### src/rzct_pkg.sv
// Shared constants for the rising zero-crossing timer.
package rzct_pkg;

   // Entries in the queue between the sample front end and the interpolation back end.
   localparam int QUEUE_DEPTH = 2;

endpackage

### src/rzct_queue.sv
// Small register queue that decouples the front end from the back end.
module rzct_queue #(
   parameter int WIDTH = 8,
   parameter int DEPTH = rzct_pkg::QUEUE_DEPTH
) (
   input  logic             clock,
   input  logic             reset,
   input  logic             push_valid,
   output logic             push_ready,
   input  logic [WIDTH-1:0] push_data,
   output logic             pop_valid,
   input  logic             pop_ready,
   output logic [WIDTH-1:0] pop_data
);

   localparam int PTR_BITS = $clog2(DEPTH);
   localparam int CNT_BITS = $clog2(DEPTH + 1);

   logic [WIDTH-1:0]    entry_ff [DEPTH];
   logic [PTR_BITS-1:0] wr_ptr_ff, wr_ptr_in;
   logic [PTR_BITS-1:0] rd_ptr_ff, rd_ptr_in;
   logic [CNT_BITS-1:0] count_ff, count_in;
   logic                push, pop;

   assign push_ready = (count_ff != CNT_BITS'(DEPTH));
   assign pop_valid  = (count_ff != '0);
   assign pop_data   = entry_ff[rd_ptr_ff];
   assign push       = push_valid && push_ready;
   assign pop        = pop_valid && pop_ready;

   always_comb begin
      wr_ptr_in = wr_ptr_ff;
      rd_ptr_in = rd_ptr_ff;
      count_in  = count_ff;
      if (push) begin
         wr_ptr_in = (wr_ptr_ff == PTR_BITS'(DEPTH - 1)) ? '0 : wr_ptr_ff + 1'b1;
      end
      if (pop) begin
         rd_ptr_in = (rd_ptr_ff == PTR_BITS'(DEPTH - 1)) ? '0 : rd_ptr_ff + 1'b1;
      end
      if (push && !pop) begin
         count_in = count_ff + 1'b1;
      end else if (pop && !push) begin
         count_in = count_ff - 1'b1;
      end
   end

   always_ff @(posedge clock) begin
      if (reset) begin
         wr_ptr_ff <= '0;
         rd_ptr_ff <= '0;
         count_ff  <= '0;
      end else begin
         wr_ptr_ff <= wr_ptr_in;
         rd_ptr_ff <= rd_ptr_in;
         count_ff  <= count_in;
      end
   end

   always_ff @(posedge clock) begin
      if (push) begin
         entry_ff[wr_ptr_ff] <= push_data;
      end
   end

endmodule

### src/rzct_front.sv
// Front end: baseline removal, sign test, history and crossing count.
module rzct_front #(
   parameter int SAMPLE_BITS   = 16,
   parameter int TIME_BITS     = 32,
   parameter int MAX_CROSSINGS = 16,
   localparam int OFFSET_BITS  = SAMPLE_BITS + 1,
   localparam int COUNT_BITS   = $clog2(MAX_CROSSINGS + 1),
   localparam int JOB_BITS     = 2 * TIME_BITS + 2 * OFFSET_BITS + COUNT_BITS + 1
) (
   input  logic                   clock,
   input  logic                   reset,
   input  logic                   csr_write_enable,
   input  logic [SAMPLE_BITS-1:0] csr_write_data,
   input  logic                   req_valid,
   output logic                   req_ready,
   input  logic [SAMPLE_BITS-1:0] req_sample_code,
   input  logic [TIME_BITS-1:0]   req_sample_time,
   input  logic                   req_last_sample,
   output logic                   job_valid,
   input  logic                   job_ready,
   output logic [JOB_BITS-1:0]    job_data
);

   logic [SAMPLE_BITS-1:0] baseline_ff, baseline_in;
   logic [OFFSET_BITS-1:0] prev_offset_ff, prev_offset_in;
   logic [TIME_BITS-1:0]   prev_time_ff, prev_time_in;
   logic                   hist_ff, hist_in;
   logic [COUNT_BITS-1:0]  count_ff, count_in;

   logic [OFFSET_BITS-1:0] cur_offset;
   logic [TIME_BITS-1:0]   delta_time;
   logic                   hit, over, accept;

   assign cur_offset = {req_sample_code[SAMPLE_BITS-1], req_sample_code}
                     - {baseline_ff[SAMPLE_BITS-1], baseline_ff};
   assign delta_time = req_sample_time - prev_time_ff;
   assign hit = hist_ff && prev_offset_ff[OFFSET_BITS-1]
             && !cur_offset[OFFSET_BITS-1] && (cur_offset != '0);
   assign over = (count_ff == COUNT_BITS'(MAX_CROSSINGS));

   assign req_ready = job_ready;
   assign accept    = req_valid && req_ready;
   assign job_valid = req_valid && hit;
   assign job_data  = {prev_time_ff, delta_time, prev_offset_ff, cur_offset, count_ff, over};

   always_comb begin
      baseline_in    = baseline_ff;
      prev_offset_in = prev_offset_ff;
      prev_time_in   = prev_time_ff;
      hist_in        = hist_ff;
      count_in       = count_ff;
      if (csr_write_enable) begin
         baseline_in = csr_write_data;
      end
      if (accept) begin
         if (req_last_sample) begin
            prev_offset_in = '0;
            prev_time_in   = '0;
            hist_in        = 1'b0;
            count_in       = '0;
         end else begin
            prev_offset_in = cur_offset;
            prev_time_in   = req_sample_time;
            hist_in        = 1'b1;
            if (hit && !over) begin
               count_in = count_ff + 1'b1;
            end
         end
      end
   end

   always_ff @(posedge clock) begin
      if (reset) begin
         baseline_ff    <= '0;
         prev_offset_ff <= '0;
         prev_time_ff   <= '0;
         hist_ff        <= 1'b0;
         count_ff       <= '0;
      end else begin
         baseline_ff    <= baseline_in;
         prev_offset_ff <= prev_offset_in;
         prev_time_ff   <= prev_time_in;
         hist_ff        <= hist_in;
         count_ff       <= count_in;
      end
   end

   a_count_in_range: assert property (@(posedge clock) disable iff (reset)
      count_ff <= COUNT_BITS'(MAX_CROSSINGS))
      else $error("crossing count above capacity");

   a_last_clears: assert property (@(posedge clock) disable iff (reset)
      accept && req_last_sample |=> !hist_ff && (count_ff == '0))
      else $error("history not cleared after last sample");

   a_history_kept: assert property (@(posedge clock) disable iff (reset)
      accept && !req_last_sample |=> hist_ff)
      else $error("history lost after ordinary sample");

endmodule

### src/rzct_back.sv
// Back end: serial multiply and restoring divide for the interpolated time.
module rzct_back #(
   parameter int SAMPLE_BITS   = 16,
   parameter int TIME_BITS     = 32,
   parameter int MAX_CROSSINGS = 16,
   localparam int OFFSET_BITS  = SAMPLE_BITS + 1,
   localparam int COUNT_BITS   = $clog2(MAX_CROSSINGS + 1),
   localparam int JOB_BITS     = 2 * TIME_BITS + 2 * OFFSET_BITS + COUNT_BITS + 1
) (
   input  logic                   clock,
   input  logic                   reset,
   input  logic                   job_valid,
   output logic                   job_ready,
   input  logic [JOB_BITS-1:0]    job_data,
   output logic                   rsp_valid,
   input  logic                   rsp_ready,
   output logic [TIME_BITS-1:0]   rsp_crossing_time,
   output logic [OFFSET_BITS-1:0] rsp_below_value,
   output logic [OFFSET_BITS-1:0] rsp_above_value,
   output logic [COUNT_BITS-1:0]  rsp_crossing_ordinal,
   output logic                   rsp_overflowed
);

   localparam int PROD_BITS = TIME_BITS + OFFSET_BITS;
   localparam int STEP_MAX  = (TIME_BITS > OFFSET_BITS) ? TIME_BITS : OFFSET_BITS;
   localparam int STEP_BITS = $clog2(STEP_MAX + 1);

   typedef enum logic [1:0] {
      ST_IDLE,
      ST_MUL,
      ST_DIV,
      ST_DONE
   } state_type;

   state_type              state_ff, state_in;
   logic [STEP_BITS-1:0]   step_ff, step_in;
   logic [TIME_BITS-1:0]   t1_ff, t1_in;
   logic [PROD_BITS-1:0]   mcand_ff, mcand_in;
   logic [OFFSET_BITS-1:0] mplier_ff, mplier_in;
   logic [PROD_BITS-1:0]   prod_ff, prod_in;
   logic [OFFSET_BITS-1:0] den_ff, den_in;
   logic [OFFSET_BITS-1:0] rem_ff, rem_in;
   logic [TIME_BITS-1:0]   quot_ff, quot_in;
   logic [OFFSET_BITS-1:0] below_ff, below_in;
   logic [OFFSET_BITS-1:0] above_ff, above_in;
   logic [COUNT_BITS-1:0]  ord_ff, ord_in;
   logic                   over_ff, over_in;

   logic                   rsp_valid_ff, rsp_valid_in;
   logic [TIME_BITS-1:0]   rsp_time_ff, rsp_time_in;
   logic [OFFSET_BITS-1:0] rsp_below_ff, rsp_below_in;
   logic [OFFSET_BITS-1:0] rsp_above_ff, rsp_above_in;
   logic [COUNT_BITS-1:0]  rsp_ord_ff, rsp_ord_in;
   logic                   rsp_over_ff, rsp_over_in;

   logic [TIME_BITS-1:0]   job_t1, job_dt;
   logic [OFFSET_BITS-1:0] job_below, job_above;
   logic [COUNT_BITS-1:0]  job_ord;
   logic                   job_over;
   logic [PROD_BITS-1:0]   prod_sum;
   logic [OFFSET_BITS:0]   trial, trial_diff;
   logic                   fits;

   assign {job_t1, job_dt, job_below, job_above, job_ord, job_over} = job_data;

   assign prod_sum   = mplier_ff[0] ? prod_ff + mcand_ff : prod_ff;
   assign trial      = {rem_ff, quot_ff[TIME_BITS-1]};
   assign trial_diff = trial - {1'b0, den_ff};
   assign fits       = (trial >= {1'b0, den_ff});

   assign rsp_valid            = rsp_valid_ff;
   assign rsp_crossing_time    = rsp_time_ff;
   assign rsp_below_value      = rsp_below_ff;
   assign rsp_above_value      = rsp_above_ff;
   assign rsp_crossing_ordinal = rsp_ord_ff;
   assign rsp_overflowed       = rsp_over_ff;

   always_comb begin
      state_in     = state_ff;
      step_in      = step_ff;
      t1_in        = t1_ff;
      mcand_in     = mcand_ff;
      mplier_in    = mplier_ff;
      prod_in      = prod_ff;
      den_in       = den_ff;
      rem_in       = rem_ff;
      quot_in      = quot_ff;
      below_in     = below_ff;
      above_in     = above_ff;
      ord_in       = ord_ff;
      over_in      = over_ff;
      rsp_valid_in = rsp_valid_ff && !rsp_ready;
      rsp_time_in  = rsp_time_ff;
      rsp_below_in = rsp_below_ff;
      rsp_above_in = rsp_above_ff;
      rsp_ord_in   = rsp_ord_ff;
      rsp_over_in  = rsp_over_ff;
      job_ready    = 1'b0;

      case (state_ff)
         ST_IDLE: begin
            job_ready = 1'b1;
            if (job_valid) begin
               t1_in     = job_t1;
               mcand_in  = PROD_BITS'(job_dt);
               mplier_in = '0 - job_below;
               den_in    = job_above - job_below;
               prod_in   = '0;
               below_in  = job_below;
               above_in  = job_above;
               ord_in    = job_ord;
               over_in   = job_over;
               step_in   = STEP_BITS'(OFFSET_BITS);
               state_in  = ST_MUL;
            end
         end
         ST_MUL: begin
            // add one shifted copy of the time step for each set multiplier bit
            prod_in   = prod_sum;
            mcand_in  = mcand_ff << 1;
            mplier_in = mplier_ff >> 1;
            step_in   = step_ff - 1'b1;
            if (step_ff == STEP_BITS'(1)) begin
               rem_in   = prod_sum[PROD_BITS-1:TIME_BITS];
               quot_in  = prod_sum[TIME_BITS-1:0];
               step_in  = STEP_BITS'(TIME_BITS);
               state_in = ST_DIV;
            end
         end
         ST_DIV: begin
            // one quotient bit per cycle; dividend bits shift out as quotient shifts in
            rem_in  = fits ? trial_diff[OFFSET_BITS-1:0] : trial[OFFSET_BITS-1:0];
            quot_in = {quot_ff[TIME_BITS-2:0], fits};
            step_in = step_ff - 1'b1;
            if (step_ff == STEP_BITS'(1)) begin
               state_in = ST_DONE;
            end
         end
         ST_DONE: begin
            if (!rsp_valid_ff || rsp_ready) begin
               rsp_valid_in = 1'b1;
               rsp_time_in  = t1_ff + quot_ff;
               rsp_below_in = below_ff;
               rsp_above_in = above_ff;
               rsp_ord_in   = ord_ff;
               rsp_over_in  = over_ff;
               state_in     = ST_IDLE;
            end
         end
         default: begin
            state_in = ST_IDLE;
         end
      endcase
   end

   always_ff @(posedge clock) begin
      if (reset) begin
         state_ff     <= ST_IDLE;
         step_ff      <= '0;
         rsp_valid_ff <= 1'b0;
      end else begin
         state_ff     <= state_in;
         step_ff      <= step_in;
         rsp_valid_ff <= rsp_valid_in;
      end
      t1_ff        <= t1_in;
      mcand_ff     <= mcand_in;
      mplier_ff    <= mplier_in;
      prod_ff      <= prod_in;
      den_ff       <= den_in;
      rem_ff       <= rem_in;
      quot_ff      <= quot_in;
      below_ff     <= below_in;
      above_ff     <= above_in;
      ord_ff       <= ord_in;
      over_ff      <= over_in;
      rsp_time_ff  <= rsp_time_in;
      rsp_below_ff <= rsp_below_in;
      rsp_above_ff <= rsp_above_in;
      rsp_ord_ff   <= rsp_ord_in;
      rsp_over_ff  <= rsp_over_in;
   end

   a_signs: assert property (@(posedge clock) disable iff (reset)
      rsp_valid_ff |-> rsp_below_ff[OFFSET_BITS-1] && !rsp_above_ff[OFFSET_BITS-1]
                       && (rsp_above_ff != '0))
      else $error("result samples do not straddle zero");

   a_overflow_ordinal: assert property (@(posedge clock) disable iff (reset)
      rsp_valid_ff && rsp_over_ff |-> (rsp_ord_ff == COUNT_BITS'(MAX_CROSSINGS)))
      else $error("overflowed result without saturated ordinal");

   a_rem_below_den: assert property (@(posedge clock) disable iff (reset)
      (state_ff == ST_DIV) |-> (rem_ff < den_ff))
      else $error("partial remainder not below divisor");

endmodule

### src/rising_zero_crossing_timer.sv
// Top level of the rising zero-crossing timer.
//
// Usage: samples enter on the req_ channel (valid/ready), one item per
// accepted edge: a signed code, a timestamp with 8 fractional bits and a
// last-sample mark. The csr_ port writes the baseline; write it only while
// the block is idle. Each rising crossing (offset sample strictly below zero
// followed by one strictly above zero) yields one item on the rsp_ channel.
// Samples without a crossing produce nothing.
// Each crossing item passes through the queue to the back end, where the
// shift-add multiply (one multiplier bit a cycle) and the restoring divide
// (one quotient bit a cycle) produce the interpolated time.
// The front end takes one sample a cycle while the two-entry queue has
// room; the back end works on one crossing at a time and takes the next
// only once its result has gone to the output register.
// Reset clears the baseline, the history, the count, the queue and the
// output valid flag. When the receiver stalls, the result holds in the output
// register, the back end waits, the queue fills and then req_ready drops.
module rising_zero_crossing_timer #(
   parameter int SAMPLE_BITS   = 16,
   parameter int TIME_BITS     = 32,
   parameter int MAX_CROSSINGS = 16,
   localparam int OFFSET_BITS  = SAMPLE_BITS + 1,
   localparam int COUNT_BITS   = $clog2(MAX_CROSSINGS + 1)
) (
   input  logic                   clock,
   input  logic                   reset,
   input  logic                   csr_write_enable,
   input  logic [SAMPLE_BITS-1:0] csr_write_data,
   input  logic                   req_valid,
   output logic                   req_ready,
   input  logic [SAMPLE_BITS-1:0] req_sample_code,
   input  logic [TIME_BITS-1:0]   req_sample_time,
   input  logic                   req_last_sample,
   output logic                   rsp_valid,
   input  logic                   rsp_ready,
   output logic [TIME_BITS-1:0]   rsp_crossing_time,
   output logic [OFFSET_BITS-1:0] rsp_below_value,
   output logic [OFFSET_BITS-1:0] rsp_above_value,
   output logic [COUNT_BITS-1:0]  rsp_crossing_ordinal,
   output logic                   rsp_overflowed
);

   // job: t1, t2 - t1, below, above, ordinal, overflow flag
   localparam int JOB_BITS = 2 * TIME_BITS + 2 * OFFSET_BITS + COUNT_BITS + 1;

   logic                push_valid, push_ready;
   logic [JOB_BITS-1:0] push_data;
   logic                pop_valid, pop_ready;
   logic [JOB_BITS-1:0] pop_data;

   // classify samples and keep the history
   rzct_front #(
      .SAMPLE_BITS   (SAMPLE_BITS),
      .TIME_BITS     (TIME_BITS),
      .MAX_CROSSINGS (MAX_CROSSINGS)
   ) u_front (
      .clock            (clock),
      .reset            (reset),
      .csr_write_enable (csr_write_enable),
      .csr_write_data   (csr_write_data),
      .req_valid        (req_valid),
      .req_ready        (req_ready),
      .req_sample_code  (req_sample_code),
      .req_sample_time  (req_sample_time),
      .req_last_sample  (req_last_sample),
      .job_valid        (push_valid),
      .job_ready        (push_ready),
      .job_data         (push_data)
   );

   // hold pending crossings while the interpolator is busy
   rzct_queue #(
      .WIDTH (JOB_BITS),
      .DEPTH (rzct_pkg::QUEUE_DEPTH)
   ) u_queue (
      .clock      (clock),
      .reset      (reset),
      .push_valid (push_valid),
      .push_ready (push_ready),
      .push_data  (push_data),
      .pop_valid  (pop_valid),
      .pop_ready  (pop_ready),
      .pop_data   (pop_data)
   );

   // interpolate the crossing time and drive the result register
   rzct_back #(
      .SAMPLE_BITS   (SAMPLE_BITS),
      .TIME_BITS     (TIME_BITS),
      .MAX_CROSSINGS (MAX_CROSSINGS)
   ) u_back (
      .clock                (clock),
      .reset                (reset),
      .job_valid            (pop_valid),
      .job_ready            (pop_ready),
      .job_data             (pop_data),
      .rsp_valid            (rsp_valid),
      .rsp_ready            (rsp_ready),
      .rsp_crossing_time    (rsp_crossing_time),
      .rsp_below_value      (rsp_below_value),
      .rsp_above_value      (rsp_above_value),
      .rsp_crossing_ordinal (rsp_crossing_ordinal),
      .rsp_overflowed       (rsp_overflowed)
   );

endmodule

### config.mk
export PLATFORM = sky130hd
export DESIGN_NAME = rising_zero_crossing_timer
export DESIGN_NICKNAME = d
export VERILOG_FILES = /design/src/rzct_pkg.sv /design/src/rzct_queue.sv /design/src/rzct_front.sv /design/src/rzct_back.sv /design/src/rising_zero_crossing_timer.sv
export SDC_FILE = /design/constraint.sdc
export NUM_CORES = 1
export LEC_CHECK = 0
export BUFFER_PORTS_ARGS = -buffer_cell sky130_fd_sc_hd__buf_2
export CAP_MARGIN = 20
export CORE_MARGIN = 5
export CORE_UTILIZATION = 52
export CTS_CLUSTER_SIZE = 25
export DETAILED_ROUTE_END_ITERATION = 10
export GPL_ROUTABILITY_DRIVEN = 0
export PLACE_DENSITY_LB_ADDON = 0.12
export SKIP_CTS_REPAIR_TIMING = 1
export SKIP_LAST_GASP = 1
export SLEW_MARGIN = 10
export SYNTH_ARGS = -nofsm -noshare
export SYNTH_HDL_FRONTEND = slang
export SYNTH_SLANG_ARGS = --single-unit
export TNS_END_PERCENT = 100
### constraint.sdc
create_clock -name clock -period 26.7 [get_ports clock]
set_input_delay 4.005 -clock clock [delete_from_list [all_inputs] [get_ports clock]]
set_output_delay 4.005 -clock clock [all_outputs]
set_load 0.02 [all_outputs]
Word level (Yosys, flattened, before mapping) --
Memory sizes are Yosys's and may differ from the RTL's. A register that Yosys moved wholly into a read port is not among the register bits. Cells that the tools add are included. W data, S select, Z words.
Storage, ports and cells: memories kept 1, RAM bits 208, input port bits 70, word-level logic and storage cells 121, output and inout bits 74, register bits after elaboration 409
Operators by class: $lt $le $gt $ge 1, equal/unequal tests 10, add/sub/neg operators 13, muxes and demuxes 36, reductions and logical operators 33
Memory list:
- u_queue.entry_ff | words 2, bits a word 104, read ports 1, clocked after memory_dff 1, write ports 1, RTL line rzct_queue.sv:19 | logic [WIDTH-1:0] entry_ff [DEPTH];
Operators by type and width (count):
- $pmux W49 S2 | 2
- $mux W49 | 3
- $mux W17 | 4
- $pmux W17 S2 | 2
- $mux W32 | 2
- $pmux W32 S2 | 1
- $add A49 B49 Y49 | 1
- $sub A17 B17 Y17 | 2
- $add A32 B32 Y32 | 1
- $sub A32 B32 Y32 | 1
- $ge A18 B17 Y1 | 1
- $pmux W6 S3 | 1
- $reduce_bool A17 Y1 | 1
- $sub A1 B17 Y17 const A | 1
- $sub A16 B16 Y17 | 1
- $mux W2 | 6
- $mux W6 | 2
- $reduce_and A2 Y1 | 6
- $logic_and A1 B1 Y1 | 11
- $mux W1 | 10
- $mux W5 | 2
- $reduce_bool A2 Y1 | 5
- $pmux W2 S4 | 1
- $eq A6 B1 Y1 const B | 1
- other kinds (15) | 25

Longest topological paths before layout --
Gate-level depths: netlist of run 1.
depth in word-level cells 10, gate-level depth with buffers 18, gate-level depth less buffers 15

By module --
Synthesis of run 1 repeated with hierarchy kept, for this count alone.
Second synthesis, totals: cells, all modules 2708, area, all modules 32075.8 um2
By module, submodules not included:
- rzct_back | instances 1, area each 18639.1 um2, sequential area each 9939.5 um2, cells each 1650
- rzct_queue | instances 1, area each 7978.9 um2, sequential area each 6346.1 um2, cells each 348
- rzct_front | instances 1, area each 5457.7 um2, sequential area each 1421.4 um2, cells each 710

Worst setup path before layout of run 1 --
No wires, ideal clock.
path kind input -> register, from in req_sample_code[0], to mem u_queue.entry_ff[0][0] in the netlist's numbering, enable pin, cell stages on the path 11, arrival time 13.309 ns, path buffers 0, data required time 26.006 ns, slack 12.697 ns, setup time 0.694 ns, path through inv_1 -> ha_1 -> fa_1 -> nor2b_1 -> o21ai_1 -> a21boi_2 -> a2bb2oi_2 -> a311o_1 -> a21oi_1 -> or4_1 -> nor3_1
Between the ends: word-level cells in the longest chain between the ends 8, elaborated cells on any way between the ends 9, classes of those cells add/sub (1); mux (2); reduce/logical (6)
Ends and longest elaborated chain:
- start, declared | RTL line rising_zero_crossing_timer.sv:31 | input logic [SAMPLE_BITS-1:0] req_sample_code,
- $sub A16 B16 Y17 (*) | RTL line rzct_front.sv:35 | - {baseline_ff[SAMPLE_BITS-1], baseline_ff};
- branches (longest 2 deep; another with $reduce_bool A17 Y1)
- $logic_and A1 B1 Y1 (*) | RTL line rzct_front.sv:38 | && !cur_offset[OFFSET_BITS-1] && (cur_offset != '0);
- $logic_and A1 B1 Y1 (*) | RTL line rzct_front.sv:43 | assign job_valid = req_valid && hit;
- $logic_and A1 B1 Y1 (*) | RTL line rzct_queue.sv:28 | assign push = push_valid && push_ready;
- $mux W1 (*) | RTL line rzct_queue.sv:61 | if (push) begin
- $mux W1 (implied by the code) (*) | RTL line rzct_queue.sv:62 | entry_ff[wr_ptr_ff] <= push_data;
- end, declared | RTL line rzct_queue.sv:19
Mark *: on every way between the ends.

Worst setup path after layout of run 1 --
from in req_sample_code[0], to mem u_queue.entry_ff[1][89] in the netlist's numbering, enable pin
Between the ends: word-level cells in the longest chain between the ends 8, elaborated cells on any way between the ends 9, classes of those cells add/sub (1); mux (2); reduce/logical (6)
Ends and longest elaborated chain:
- $sub A16 B16 Y17 (*) | RTL line rzct_front.sv:35
- branches (longest 2 deep; another with $reduce_bool A17 Y1)
- $logic_and A1 B1 Y1 (*) | RTL line rzct_front.sv:38
- $logic_and A1 B1 Y1 (*) | RTL line rzct_front.sv:43
- $logic_and A1 B1 Y1 (*) | RTL line rzct_queue.sv:28
- named net u_queue.push | RTL line rzct_queue.sv:23 | logic push, pop;
- $mux W1 (*) | RTL line rzct_queue.sv:61
- $mux W1 (implied by the code) (*) | RTL line rzct_queue.sv:62
Mark *: on every way through the listed nets, which the timed path passes.

==> metrics.md, run 1 <==
| Metric | Value |
|---|---|
| Synthesized netlist net count | `2898` |
| Compound-Gate Fraction of Synth Area | `between 10% and 20%` |
| Starting density of the core | `52.2%` |
| Endpoints failing setup | `0` |
| Predominant post-synthesis flop cell | `edfxtp_1` |
| Post-synthesis simple-gate area fraction | `~11%` |
| Asr flop ratio synth | `0%` |
| Stages on worst setup path | `14` |
| Layout area overhead | `12.2%` |
| Die Area | `approximately 65000 um2` |
| Net Sw Power | `roughly 1.6 mW` |
| Drt wl/cell | `about 19 um` |
| Seq/Total Area, Yosys | `between 50% and 60%` |
| Power per cell area | `between 100 and 150 nW/um2` |
| CTS clock-pin slew for the worst setup and hold paths | `0.06 ns` |
| Worst-path fanout max | `70` |
| RSZ-0062 raised after global routing | `false` |
| Post-route ant nets | `0` |
| Largest net degree at the start of global routing | `a little under 100` |
| R2R Setup Slk | `around 22 ns` |
| WS Path Type | `primary input to flop` |
| Most frequent cells in the layout | `533 x edfxtp_1, 211 x nor2_1, 192 x a21oi_1` |
| Design Area, Final | `about 35000 um2` |
| H-tree levels | `3` |
| Vias in the first global route | `approximately 20k` |
| Post-synthesis cell type count | `82` |
| Synth Area in XOR/XNOR | `under 10%` |
| Finished Layout Cells | `roughly 3.6k` |
| Status | `finished, final reports clean` |
| Worst-Margin Slew | `about 1.1 ns` |
| FF-to-FF End | `u_back.den_ff[16]$_DFFE_PP_` |
| Syn Inst Count | `around 2.7k` |
| Ratio of cells with drive above 1 in the final layout | `13.5%` |
| Crit share post-route | `approximately 29%` |
| Vias per inst | `about 5.8` |
| Post-synthesis cell area | `between 30000 and 40000 um2` |
| Root Buffer | `clkbuf_16` |
| Max Cap Viol | `0` |
| Leak | `about 13 nW` |
| CTS tree | `done` |
| WP data arrival | `between 7 and 8 ns` |
| Yosys reg bits | `618` |
| Die height | `255 um` |
| First-pass GRT wire length | `about 110 mm` |
| Final TNS setup | `0 ns` |
| Worst-Skew Late Latency | `~0.60 ns` |
| Skew final | `slightly below 0.02 ns` |
| Placed Area | `around 33000 um2` |
| Class of the worst hold path | `flop to flop` |
| Worst path max stage delay | `approximately 0.84 ns` |
| Max-slew headroom | `27.5%` |
| Largest family of logic cells by synthesized area | `compound AO/OA/AOI/OAI gates` |
| Placed insts | `3501` |
| Sw frac | `approximately 37%` |
| Syn Area/Cell | `11.8 um2` |
| Clock Path Buffers | `3` |
| Commonest non-fill, non-tap cell in the layout | `edfxtp_1` |
| Cells on worst reg2reg path | `15` |
| CP Data Required Time | `~27 ns` |
| Post-Synth Adder-Cell Area | `7.21%` |
| CP Cell Sequence | `buf_2 -> inv_1 -> ha_1 -> fa_1 -> nor2b_1 -> o21ai_1 -> a21boi_2 -> a2bb2oi_2 -> a311o_1 -> a21oi_1 -> nor4_1 -> o41a_4 -> and2_4 -> buf_4` |
| Number of I/O port buffers | `143` |
| Combinational share of power | `between 40% and 50%` |
| Yosys Warn Count | `0` |
| Slowest CP cell | `buf_4` |
| Post-synthesis mux area share | `6.25%` |
| CP Capture Type | `flop` |
| Critical path endpoint | `u_queue.entry_ff[1][89]$_DFFE_PP_` |
| CP startpoint | `req_sample_code[0]` |
| P_int | `between 2 and 3 mW` |
| First-pass iteration count of the detailed router | `5` |
| Final Slew Violations | `0` |
| Top Ports | `approximately 140` |
| GRT Overall Usage | `roughly a fifth` |
| Peak Freq | `129 MHz` |
| N_diodes | `0` |
| Nature of the critical path startpoint | `primary input` |
| Layout net count | `slightly above 3k` |
| Crit-path leading delay family | `compound AO/OA/AOI/OAI gates` |
| Via count | `~21k` |
| Post-synth EDFFs | `533` |
| Antenna violations before repair | `1` |
| Post-route minimum period | `around 7.8 ns` |
| Worst vdd ir | `between 0.07 and 0.08 mV` |
| Clock Power Share | `approximately 22%` |
| Hold Vio Cnt, Final | `0` |
| Number of DRC markers in iteration 0 | `1654` |
| CP Buf/Inv Count | `3` |
| DR DRC count | `0` |
| Row cnt | `90` |
| Area of the core | `~60000 um2` |
| CTS Sinks | `between 600 and 700` |
| Grt ovf | `0` |
| Num CTS Buffers | `68` |
| Die W | `roughly 260 um` |
| Drt total wl | `roughly 70 mm` |
| Sequential share of power | `35.6%` |
| Dpl hpwl | `between 40 and 50 mm` |
## per-stage QoR
stage / util [%] / hold slack [ns] / setup WS, ns / power (mW)
global placement: 54.7 / 0.405 / 18.33 / 3.38
floorplan: - / 0.400 / 12.70 / 2.96
finish: 58.6 / 0.420 / 18.94 / 4.37
detailed placement: 54.7 / 0.405 / 18.12 / 3.42
CTS: 58.5 / 0.421 / 18.74 / 4.39
global route: 58.6 / 0.426 / 18.70 / 4.67
## final cells by class
class | count | area [um2]
Fill cell | 4883 | 24900
Clock buffer | 82 | 1850
Timing Repair Buffer | 161 | 848
Sequential cell | 618 | 17700
Clock inverter | 39 | 434
Inverter | 149 | 561
Tap cell | 782 | 978
Multi-Input combinational cell | 1792 | 12800
## layer usage
layer | wire (um) | vias up | global-route usage (%)
met5 | 0 | - | 0
met4 | 1490 | 0 | 5.83
met3 | 4070 | 106 | 3.36
met2 | 31300 | 569 | 32.5
met1 | 33000 | 10082 | 30.6
li1 | - | 10098 | -
## state kept, by name (all words and copies together) (netlist names), 17 cells and up, named ones only
name,cells
u_queue.entry_ff,208
u_back.mcand_ff,49
u_back.prod_ff,49
u_back.quot_ff,32
u_back.rsp_crossing_time,32
u_back.t1_ff,32
u_front.prev_time_ff,32
u_back.above_ff,17
u_back.below_ff,17
u_back.den_ff,17
u_back.mplier_ff,17
u_back.rem_ff,17
u_back.rsp_above_value,17
u_back.rsp_below_value,17
u_front.prev_offset_ff,17
## cell families after synthesis
| kind of cell | Yosys count |
|---|---|
| flip-flops | 618 |
| AND/OR/NAND/NOR | 679 |
| AO/OA/AOI/OAI | 603 |
| XOR/XNOR | 147 |
| multiplexers | 186 |
| adder cells (fa/ha/maj) | 177 |
| buffers and inverters | 241 |
## power groups by stage
stage / Sequential [mW] / Clock, mW / Combinational [mW]
final: 1.56 / 0.953 / 1.86
after global routing: 1.58 / 1.02 / 2.07
after CTS: 1.56 / 0.974 / 1.86
after detailed placement: 1.57 / 0 / 1.85
after global placement: 1.57 / 0 / 1.81
after floorplan: 1.54 / 0 / 1.42
## Yosys cell counts (16+ instances only)
cell type  instances  area, um2
nor2_1           212        796
nand3_1           28        140
nand4_1           24        150
a211oi_1          18        135
nor3_1            46        230
inv_1            148        556
and2_1            42        263
xnor2_1          102        893
edfxtp_1         533      16000
o21bai_1          17        128
nor2b_1           51        319
dfxtp_1           85       1700
o21a_1            30        225
a22oi_1           16        120
a21oi_1          192        961
xor2_1            45        394
o211ai_1          17        128
ha_1             171       2140
mux2i_1          109       1090
mux2_2            76        856
nand2b_1          23        144
nand2_1          150        563
a21o_1            56        420
nor3b_1           33        248
clkbuf_1          72        270
o21ai_0          134        671
## worst min path at each step
stage                                       startpoint  cells past startpoint  slack (ns)                                  end
final                     u_back.below_ff[6]$_DFFE_PP_                      0        0.42  u_back.rsp_below_value[6]$_DFFE_PP_
after CTS                 u_back.above_ff[1]$_DFFE_PP_                      0        0.42  u_back.rsp_above_value[1]$_DFFE_PP_
after global placement    u_back.below_ff[8]$_DFFE_PP_                      0        0.41  u_back.rsp_below_value[8]$_DFFE_PP_
after global routing      u_back.above_ff[3]$_DFFE_PP_                      0        0.43  u_back.rsp_above_value[3]$_DFFE_PP_
after detailed placement  u_back.above_ff[9]$_DFFE_PP_                      0        0.40  u_back.rsp_above_value[9]$_DFFE_PP_
after floorplan           u_back.above_ff[0]$_DFFE_PP_                      0        0.40  u_back.rsp_above_value[0]$_DFFE_PP_
(Power assumes the default switching activity.)
==> inputs of run 2 (changes only) <==
==> constraint.sdc (replaced) <==
create_clock -name clock -period 7.26 [get_ports clock]
set_input_delay 1.089 -clock clock [delete_from_list [all_inputs] [get_ports clock]]
set_output_delay 1.089 -clock clock [all_outputs]
set_load 0.02 [all_outputs]
==> metrics.md, run 2 (same netlist as run 1, synthesis figures left out) <==
| Metric | Value |
|---|---|
| Final TNS setup | `0 ns (unchanged)` |
| Hold Startpoint | `u_back.above_ff[12]$_DFFE_PP_` |
| Final Slew Violations | `0 (unchanged)` |
| CP Capture Type | `flop` |
| Layout net count | `3039 (+0.066%)` |
| Sw frac | `36.9% (-0.31 points)` |
| WP data arrival | `4.77 ns (-3.19 ns)` |
| Row cnt | `90 (unchanged)` |
| Hold Path End | `u_back.rsp_above_value[12]$_DFFE_PP_` |
| Worst path max stage delay | `0.55 ns (-0.29 ns)` |
| P_int | `10.2 mW (+270%)` |
| Crit share post-route | `62.6%` |
| Clock Power Share | `21.9% (about the same)` |
| Post-route minimum period | `approximately 4.5 ns` |
| Placed Area | `32900 um2 (about the same)` |
| RSZ-0062 raised after global routing | `false` |
| First-pass GRT wire length | `112 mm (+0.74%)` |
| Sequential share of power | `35.4% (-0.2 points)` |
| Dpl hpwl | `49.1 mm (+0.63%)` |
| Skew final | `0.0208 ns (+0.00154 ns)` |
| CP Cell Sequence | `buf_2 -> inv_1 -> ha_1 -> fa_1 -> nor2b_1 -> o21ai_1 -> a21boi_2 -> a2bb2oi_2 -> a311o_1 -> a21oi_1 -> nor4_1 -> o41a_4 -> and2_4 -> buf_4` |
| Ratio of cells with drive above 1 in the final layout | `13.4% (-0.12 points)` |
| Number of DRC markers in iteration 0 | `1574 (-4.8%)` |
| Most frequent cells in the layout | `533 x edfxtp_1, 211 x nor2_1, 192 x a21oi_1` |
| Num CTS Buffers | `67 (-1.5%)` |
| Nature of the critical path startpoint | `primary input` |
| Final Util | `58.6% (+0.094 points)` |
| Largest net degree at the start of global routing | `108 (+11%)` |
| Status | `finished, final reports clean` |
| Die Area | `65300 um2 (unchanged)` |
| WS Path Type | `primary input to flop` |
| DR DRC count | `0 (unchanged)` |
| Biggest regs | `u_queue.entry_ff (208), u_back.mcand_ff (49), u_back.prod_ff (49)` |
| Endpoints failing setup | `0 (unchanged)` |
| Worst-Skew Late Latency | `0.60 ns (about the same)` |
| Worst vdd ir | `0.318 mV (+340%)` |
| Net Sw Power | `5.94 mW (+260%)` |
| First-pass iteration count of the detailed router | `5 (unchanged)` |
| GRT Overall Usage | `21.1% (+0.21 points)` |
| Area of the core | `60000 um2 (unchanged)` |
| Placed insts | `3502 (+0.029%)` |
| Antenna violations before repair | `2 (+1)` |
| Combinational share of power | `42.7% (about the same)` |
| Vias in the first global route | `20.4k (-0.46%)` |
| Max Cap Viol | `0 (unchanged)` |
| Class of the worst hold path | `flop to flop` |
| Top Ports | `144 (unchanged)` |
| Design Area, Final | `35200 um2 (+0.16%)` |
| Reg2Reg Launch Point | `u_back.quot_ff[1]$_DFFE_PP_` |
| Worst-path fanout max | `37 (-47%)` |
| R2R Setup Slk | `2.95 ns (-18.72 ns)` |
| CTS clock-pin slew for the worst setup and hold paths | `0.06 ns (about the same)` |
| Hold_ws | `0.418 ns (-0.00226 ns)` |
| Vias per inst | `5.75 (-0.16%)` |
| CTS tree | `done` |
| Max-slew headroom | `25.9% (-1.6 points)` |
| Power per cell area | `457 nW/um2 (+270%)` |
| Post-route ant nets | `0 (unchanged)` |
| CTS Sinks | `618 (unchanged)` |
| Grt ovf | `0 (unchanged)` |
| Layout area overhead | `12.3%` |
| Worst-Margin Slew | `1.11 ns (+0.0233 ns)` |
| Commonest non-fill, non-tap cell in the layout | `edfxtp_1` |
| Drt total wl | `70.0 mm (+0.16%)` |
| Leak | `13.1 nW (+0.17%)` |
| Number of I/O port buffers | `143 (unchanged)` |
| Clock Path Buffers | `3 (unchanged)` |
| CP Data Required Time | `7.48 ns (-19.43 ns)` |
| Number of flip-flops in the largest register | `208 (unchanged)` |
| Die height | `255 um (unchanged)` |
| Die W | `255 um (unchanged)` |
| Hold Vio Cnt, Final | `0 (unchanged)` |
| Finished Layout Cells | `3627 (+0.11%)` |
| H-tree levels | `3 (unchanged)` |
| Cells on worst reg2reg path | `11 (-4)` |
| Cells on Worst Hold Path | `0 (unchanged)` |
| Root Buffer | `clkbuf_16` |
| Register with the highest flop count | `u_queue.entry_ff` |
| Drt wl/cell | `19.3 um (about the same)` |
| FF-to-FF End | `u_back.rsp_crossing_time[31]$_DFFE_PP_` |
| Starting density of the core | `52.2% (unchanged)` |
| Slowest CP cell | `buf_4` |
| Peak Freq | `~220 MHz` |
| Via count | `20.8k (-0.053%)` |
==> run 2: layout make-up <==
type / instances / area (um2)
multi-input cells: 1792 / 12800
fillers: 4880 / 24800
diodes: 1 / 2.50
inverters: 149 / 561
well taps: 782 / 978
repair buffers: 164 / 908
clock buffers: 83 / 1820
flip-flops and latches: 618 / 17700
clock inverters: 38 / 448
==> run 2: critical path, delay by kind of cell <==
family	cells	cell delay, ns
compound gates	6	1.36
buf+inv	3	0.68
fa+ha+maj	2	0.60
simple gates	3	0.99
==> run 2: worst max path at each step <==
stage | start | end | cells after the start
after floorplan | u_back.state_ff[1]$_SDFFE_PP0P_ | u_back.mcand_ff[0]$_SDFFCE_PP0P_ | 7
after global placement | req_sample_code[1] | u_queue.entry_ff[1][58]$_DFFE_PP_ | 11
after detailed placement | req_sample_code[1] | u_queue.entry_ff[1][88]$_DFFE_PP_ | 11
after CTS | flop | u_back.den_ff[15]$_DFFE_PP_ | 12
after global routing | req_sample_code[0] | u_queue.entry_ff[1][56]$_DFFE_PP_ | 14
final | req_sample_code[0] | u_queue.entry_ff[1][56]$_DFFE_PP_ | 14
==> run 2: per-layer routing <==
metal | vias to the layer above | global-route usage (%) | wire, um
met5 | - | 0 | 0
met4 | 0 | 6.13 | 1600
met1 | 10127 | 31.2 | 33200
met3 | 100 | 3.24 | 4030
met2 | 549 | 32.6 | 31200
li1 | 10068 | - | -
==> run 2: power groups by stage <==
stage               clock, mW  combinational, mW  sequential, mW
floorplan                   0               5.22            5.67
global placement            0               6.64            5.77
detailed placement          0               6.78            5.78
CTS                      3.59               6.83            5.72
global route             3.74               7.67            5.79
finish                   3.52               6.87            5.70
==> run 2: per-stage QoR <==
stage                     total power [mW]  setup slack, ns
after floorplan                       10.9            0.401
after global placement                12.4             2.16
after detailed placement              12.6             2.03
after CTS                             16.1             2.65
after global routing                  17.2             2.46
final                                 16.1             2.72
